[src/hw/rtl/ffha_pkg.sv]
// Shared types for the first-fit heap manager.
// Controller states and the command/status bundles between controller and datapath.
// No dependencies.
package ffha_pkg;

	localparam logic OP_ALLOC  = 1'b0;
	localparam logic OP_FREE   = 1'b1;
	localparam logic STAT_DONE = 1'b0;
	localparam logic STAT_OOH  = 1'b1;

	typedef enum logic [3:0] {
		ST_IDLE,
		ST_DISP,
		ST_A_CHK,
		ST_A_EV,
		ST_A_APP,
		ST_F_WR,
		ST_M_CHK,
		ST_M_EV1,
		ST_M_EV2
	} state_t;

	typedef enum logic [1:0] {
		RS_CUR,
		RS_NXT,
		RS_FREE
	} rsel_t;

	typedef enum logic [2:0] {
		WR_NONE,
		WR_GRANT,
		WR_APPEND,
		WR_FREE,
		WR_MERGE
	} wop_t;

	typedef enum logic [2:0] {
		RES_NONE,
		RES_GRANT,
		RES_APPEND,
		RES_ZERO,
		RES_OOH
	} res_t;

	typedef struct packed {
		logic  load;
		logic  rd_en;
		rsel_t rsel;
		wop_t  wop;
		logic  cur_zero;
		logic  cur_step;
		logic  cur_skip;
		logic  sz_save;
		logic  top_add;
		logic  fcnt_inc;
		logic  fcnt_clr;
		res_t  res;
	} cmd_t;

	typedef struct packed {
		logic op;
		logic cur_lt_top;
		logic sz_zero;
		logic rd_avail;
		logic fit;
		logic app_ok;
		logic free_ok;
		logic merge_due;
		logic nxt_lt_top;
	} sts_t;

endpackage

[src/hw/rtl/ffha_ctrl.sv]
// Controller state machine for the first-fit heap manager.
// Sequences allocate walks, frees and merge passes; drives ffha_pkg::cmd_t.
// Depends on ffha_pkg.
module ffha_ctrl (
	input  logic           clk,
	input  logic           arst_n,
	input  logic           start,
	input  ffha_pkg::sts_t sts,
	output ffha_pkg::cmd_t cmd,
	output logic           busy
);

	ffha_pkg::state_t state_q, state_d;

	always_ff @(posedge clk or negedge arst_n) begin
		if (!arst_n) begin
			state_q <= ffha_pkg::ST_IDLE;
		end else begin
			state_q <= state_d;
		end
	end

	assign busy = (state_q != ffha_pkg::ST_IDLE);

	always_comb begin
		state_d      = state_q;
		cmd          = '0;
		cmd.rsel     = ffha_pkg::RS_CUR;
		cmd.wop      = ffha_pkg::WR_NONE;
		cmd.res      = ffha_pkg::RES_NONE;
		case (state_q)
			ffha_pkg::ST_IDLE: begin
				if (start) begin
					cmd.load = 1'b1;
					state_d  = ffha_pkg::ST_DISP;
				end
			end
			ffha_pkg::ST_DISP: begin
				if (sts.op == ffha_pkg::OP_ALLOC) begin
					cmd.cur_zero = 1'b1;
					state_d      = ffha_pkg::ST_A_CHK;
				end else if (sts.free_ok) begin
					cmd.rd_en = 1'b1;
					cmd.rsel  = ffha_pkg::RS_FREE;
					state_d   = ffha_pkg::ST_F_WR;
				end else begin
					cmd.res = ffha_pkg::RES_ZERO;
					state_d = ffha_pkg::ST_IDLE;
				end
			end
			ffha_pkg::ST_A_CHK: begin
				if (sts.cur_lt_top) begin
					cmd.rd_en = 1'b1;
					state_d   = ffha_pkg::ST_A_EV;
				end else begin
					state_d = ffha_pkg::ST_A_APP;
				end
			end
			ffha_pkg::ST_A_EV: begin
				if (sts.sz_zero) begin
					state_d = ffha_pkg::ST_A_APP;
				end else if (sts.fit) begin
					cmd.wop = ffha_pkg::WR_GRANT;
					cmd.res = ffha_pkg::RES_GRANT;
					state_d = ffha_pkg::ST_IDLE;
				end else begin
					cmd.cur_step = 1'b1;
					state_d      = ffha_pkg::ST_A_CHK;
				end
			end
			ffha_pkg::ST_A_APP: begin
				if (sts.app_ok) begin
					cmd.wop     = ffha_pkg::WR_APPEND;
					cmd.res     = ffha_pkg::RES_APPEND;
					cmd.top_add = 1'b1;
				end else begin
					cmd.res = ffha_pkg::RES_OOH;
				end
				state_d = ffha_pkg::ST_IDLE;
			end
			ffha_pkg::ST_F_WR: begin
				cmd.wop = ffha_pkg::WR_FREE;
				if (sts.merge_due) begin
					cmd.fcnt_clr = 1'b1;
					cmd.cur_zero = 1'b1;
					state_d      = ffha_pkg::ST_M_CHK;
				end else begin
					cmd.fcnt_inc = 1'b1;
					cmd.res      = ffha_pkg::RES_ZERO;
					state_d      = ffha_pkg::ST_IDLE;
				end
			end
			ffha_pkg::ST_M_CHK: begin
				if (sts.cur_lt_top) begin
					cmd.rd_en = 1'b1;
					state_d   = ffha_pkg::ST_M_EV1;
				end else begin
					cmd.res = ffha_pkg::RES_ZERO;
					state_d = ffha_pkg::ST_IDLE;
				end
			end
			ffha_pkg::ST_M_EV1: begin
				if (sts.sz_zero) begin
					cmd.res = ffha_pkg::RES_ZERO;
					state_d = ffha_pkg::ST_IDLE;
				end else if (sts.rd_avail && sts.nxt_lt_top) begin
					cmd.sz_save = 1'b1;
					cmd.rd_en   = 1'b1;
					cmd.rsel    = ffha_pkg::RS_NXT;
					state_d     = ffha_pkg::ST_M_EV2;
				end else begin
					cmd.cur_step = 1'b1;
					state_d      = ffha_pkg::ST_M_CHK;
				end
			end
			ffha_pkg::ST_M_EV2: begin
				if (sts.sz_zero) begin
					cmd.res = ffha_pkg::RES_ZERO;
					state_d = ffha_pkg::ST_IDLE;
				end else if (sts.rd_avail) begin
					cmd.wop = ffha_pkg::WR_MERGE;
					state_d = ffha_pkg::ST_M_CHK;
				end else begin
					cmd.cur_skip = 1'b1;
					state_d      = ffha_pkg::ST_M_CHK;
				end
			end
			default: begin
				state_d = ffha_pkg::ST_IDLE;
			end
		endcase
	end

endmodule

[config.mk]
export PLATFORM = sky130hd
export DESIGN_NAME = ffha_ctrl
export DESIGN_NICKNAME = d
export VERILOG_FILES = /design/src/hw/rtl/ffha_pkg.sv /design/src/hw/rtl/ffha_ctrl.sv
export SDC_FILE = /design/constraint.sdc
export NUM_CORES = 1
export LEC_CHECK = 0
export BUFFER_PORTS_ARGS = -buffer_cell sky130_fd_sc_hd__buf_4
export CAP_MARGIN = 20
export CORE_AREA = 2 2 39 41
export CTS_CLUSTER_SIZE = 12
export DETAILED_ROUTE_END_ITERATION = 8
export DIE_AREA = 0 0 41 43
export PLACE_DENSITY = 0.7
export SYNTH_ARGS = -nofsm -noshare
export SYNTH_HDL_FRONTEND = slang
export SYNTH_SLANG_ARGS = --single-unit
[constraint.sdc]
create_clock -name clk -period 2.9 [get_ports clk]
set_clock_uncertainty 0.15 [all_clocks]
set_input_delay 0.145 -clock clk [delete_from_list [all_inputs] [get_ports clk]]
set_output_delay 0.145 -clock clk [all_outputs]
set_load 0.05 [all_outputs]
-- Word-level counts from Yosys, hierarchy flattened
Index checks and enable logic that the tools add are counted.
- bits in read-only memories: 0
- latch bits: 0
- bits of input ports: 12
- memory bits (writable): 0
- memories: 0
- bits in registers: 4
- word-level logic and storage cells: 67
- output and inout port bits: 18
- multiply operators: 0
- order comparisons: 0
- eq/ne operators: 9
- div/mod/pow operators: 0
- shift operators: 0
- bitwise logic cells: 0
- reductions and logical operators: 5
- muxes and demuxes: 52
- $add $sub $neg: 0
- operators by type and width (operator ; number):
    3-bit two-way mux ; 12
    4-bit case mux with 8 select lines ; 1
    1-bit two-way mux ; 20
    4-bit two-way mux ; 5
    3-bit case mux with 6 select lines ; 1
    4-bit by 3-bit == test with 1-bit output, second input constant ; 4
    2-bit two-way mux ; 8
    3-bit case mux with 4 select lines ; 1
    4-bit by 2-bit == test with 1-bit output, second input constant ; 2
    4-bit by 1-bit == test with 1-bit output, second input constant ; 1
    4-bit == test, second input constant ; 1
    4-bit logical NOT ; 1
    1-bit case mux with 2 select lines ; 2
    2-bit case mux with 2 select lines ; 1
    4-bit nonzero test ; 1
    2-bit OR reduction ; 2
    1-bit case mux with 3 select lines ; 1
    2-bit != test, second input constant ; 1
    1-bit logical AND ; 1

-- Longest topological paths before layout
- word-level depth: 4
- depth in mapped cells: 5
- mapped depth without buffers: 4

-- Least setup slack after synthesis
No wires, ideal clock.
- kind: reg-to-output
- start: reg state_q[3]
- end: out cmd[13] (netlist name)
- buffers on the path: 1
- data required time: 2.605 ns
- data arrival time: 2.276 ns
- setup slack: 0.329 ns
- stages on the path, launching flop included: 4
- cell sequence: dfrtp_1 -> buf_2 -> nand2b_1 -> nor4_1
- RTL lines (element ; RTL line ; RTL):
    start: declaration ; ffha_ctrl.sv:13 ; ffha_pkg::state_t state_q, state_d;
    start signal: assignment ; ffha_ctrl.sv:17 ; state_q <= ffha_pkg::ST_IDLE;
    start signal: assignment ; ffha_ctrl.sv:19 ; state_q <= state_d;
    end: declaration ; ffha_ctrl.sv:9 ; output ffha_pkg::cmd_t cmd,

==> impl_results.md <==
* GR Layer Usage met2 at 0.269
* Yosys cell types at 30
* Met1 Use GR at 0.248
* Clock-pin slew on the worst setup and hold paths at 40 ps
* CTS H-tree depth at 1
* Grt met3 use at 0.0209
* Post-DP Area at 703 um^2
* Worst Hold Path EP: state_q[3]$_DFFE_PN0P_
* Share of cells above drive strength 1 at 0.402
* Clock Latency Late Sink at 230 ps
* Pwr Density at 985 mW/mm^2
* Worst EP required at 2610 ps
* Hold Crit Class: in2reg
* I/O pin count at 30
* GRT busiest layer: met2
* Via/cell ratio at 5.42
* Total global routing overflow at 0
* Vias in the first global route at 513
* Hold Crit Start: sts[6]
* Syn Std Cell Area at 492 um^2
* FF-to-FF setup slack at 1320 ps
* Ant diodes at 0
* CTS Buffer Depth at 2
* DR WL/cell at 12.7 um
* Area Growth Syn to Fin at 49.6%
* Final wirelength at 1.44 mm
* R2R depth at 4
* Starting DRT DRC Count at 6
* TritonCTS clock tree: done
* Multi-input logic area at 358 um^2
* Maximum vdd drop at 0.000425 V
* RR Startpoint: state_q[1]$_DFFE_PN0P_
* Initial antenna violation count at 0
* Post-synthesis sequential area ratio at 0.204
* RD Place Congestion at 0.793
* Setup tns final at 0 ps
* Initial Utilization at 0.355
* Largest net degree at the start of global routing at 13
* Top flop regs: state_q: 4 flops
* Mapped Nets at 80
* Register area at 100 um^2
* Status: finished clean
* Max reg flops at 4
* CTS Buf Count at 3
* DRC Markers at 0
* CP startpoint kind: register
* Pre-CTS WS at 1070 ps
* Mean post-synth cell area at 7.23 um^2
* Final setup margin at 829 ps
* Leakage at 0.379 nW
* Core Area at 0.00138 mm^2
* Min Clock Period, post-route at 2070 ps
* Die width at 41 um
* CP peak stage delay at 620 ps
* Tot Pwr at 725 uW
* Final design utilization at 0.532
* Max Clk Rate at 483 MHz
* DIE AREA at 0.00176 mm^2
* Slowest-stage cell, CP: or4b_4
* Crit path DAT at 1780 ps
* Worst Tran Pin Value at 435 ps
* CTS Sinks at 4
* Nets@finish at 111
* Tcrit/Tclk final at 0.714
* Max-cap violation count at 0
* Final hold violations at 0
* Worst hold stages at 2
* CP Class: reg2out
* Largest Register: state_q
* Vias at 612
* Row count at 14
* Design Area, Final at 736 um^2
* First-pass GRT wire length at 2.17 mm
* Ys async rst share at 1.00
* Worst Setup End Kind: output pin
* Rel. slew slack at 0.709
* Reg2reg end: state_q[2]$_DFFE_PN0P_
* Post-CTS Resized at 0
* Number of synthesized flops with an enable pin at 0
* Chip height at 43 um
* Count of pins over their slew limit at 0
* Setup violators final at 0
* Primary FF master, synth: dfrtp_1
* CP Max Fanout at 12
* CP Cell Sequence: or4b_4 > o21ai_2 > a22oi_2 > nand3b_1 > buf_4
* DRT Pass-1 Iters at 4
* Fillcell total at 141
* Post-route ant nets at 0
* Root Buffer: clkbuf_4
* Post-Synthesis Cells at 68
* Ys Warns at 0
* Post-DP HPWL at 1.12 mm
* RSZ-0062 raised after global routing: false
* Number of port buffers at 29
* Tot GR Track Use at 0.179
* #FFs+latches synth at 4
power by group:
group	internal [mW]	switching, mW	total (mW)
logic	0.168	0.367	0.535
clock network	0.0462	0.0214	0.0676
registers	0.0759	0.0463	0.122
cell families after synthesis:
| group | count (synthesis) | synth area share |
|---|---|---|
| AOI/OAI and AO/OA | 10 | 0.158 |
| buffers and inverters | 6 | 0.0687 |
| DFF | 4 | 0.204 |
| and+or+nand+nor | 48 | 0.570 |
Yosys cell counts, types with 2 or more instances:
cell       count  share of area
nor2_1        10          0.076
nor3_1         3          0.031
nor4_1         3          0.038
nand3b_1       4          0.061
inv_1          2          0.015
and3_1         3          0.038
nand3_1        3          0.031
o2bb2ai_1      2          0.036
a21oi_1        3          0.031
dfrtp_1        4           0.20
buf_2          3          0.031
nand2_1        8          0.061
nand4_1        3          0.038
how the worst max path moves through the flow:
stage                            from       to  slack, ps  cells past startpoint
4_1_cts        state_q[1]$_DFFE_PN0P_   cmd[1]        810                      5
5_1_grt        state_q[3]$_DFFE_PN0P_  cmd[15]        750                      4
3_5_place_dp   state_q[1]$_DFFE_PN0P_   cmd[1]       1070                      5
3_3_place_gp   state_q[1]$_DFFE_PN0P_   cmd[1]       1110                      5
2_1_floorplan  state_q[3]$_DFFE_PN0P_  cmd[13]        330                      3
6_report       state_q[1]$_DFFE_PN0P_   cmd[1]        830                      5
layer usage:
metal / vias up / share of wire / wire, um
met4: 0 / 0 / 0
met1: 282 / 0.46 / 656
li1: 307 / - / -
met5: - / 0 / 0
met3: 0 / 0.077 / 111
met2: 23 / 0.46 / 667
placed cells by master (no fill, tap or decap):
cell,netlist,final
a31oi_1,1,1
nor4_1,3,3
nor2_1,10,10
clkbuf_4,0,3
or2b_1,1,1
inv_1,2,2
dlygate4sd3_1,0,1
nor4_2,1,1
and2b_1,1,1
nand4b_1,1,1
nand4_1,3,3
a21oi_2,1,1
nand3b_1,4,4
nor3b_1,1,1
dfrtp_1,4,4
o21ai_2,1,1
and2_1,1,1
a22o_1,1,1
o2bb2ai_1,2,2
nor2b_1,1,1
nor3_1,3,3
and3_1,3,3
and2b_2,1,1
nor2_4,1,1
nand3_1,3,3
nand2b_1,1,1
buf_4,0,29
or4b_4,1,1
nand2_1,8,8
a21oi_1,3,3
a22oi_2,1,1
through the flow:
stage | hold slack, ps | std cells
2_1_floorplan | -301 | 68
4_1_cts | 38.5 | 113
3_3_place_gp | -209 | 109
5_1_grt | 57.7 | 113
3_5_place_dp | -207 | 109
6_report | 52.9 | 113
worst max-delay path: cells and delay by family, from the launching register on:
kind,cells,cell delay (ps)
buffers and inverters,1,200
AND/OR/NAND/NOR,2,700
flip-flops,1,480
AO/OA/AOI/OAI,2,150
cell type report:
cell class,instances,area share
repair buffers,30,0.310
flip-flops and latches,4,0.136
inverters,2,0.0102
well taps,16,0.0272
multi-input cells,58,0.486
clock buffers,3,0.0306
what timing repair did:
action / in CTS / in global routing
hold endpoints to repair: 4 / 0
hold buffers: 1 / 0
setup buffers: 0 / 0
Note: power is estimated with default switching activity, not from simulation.
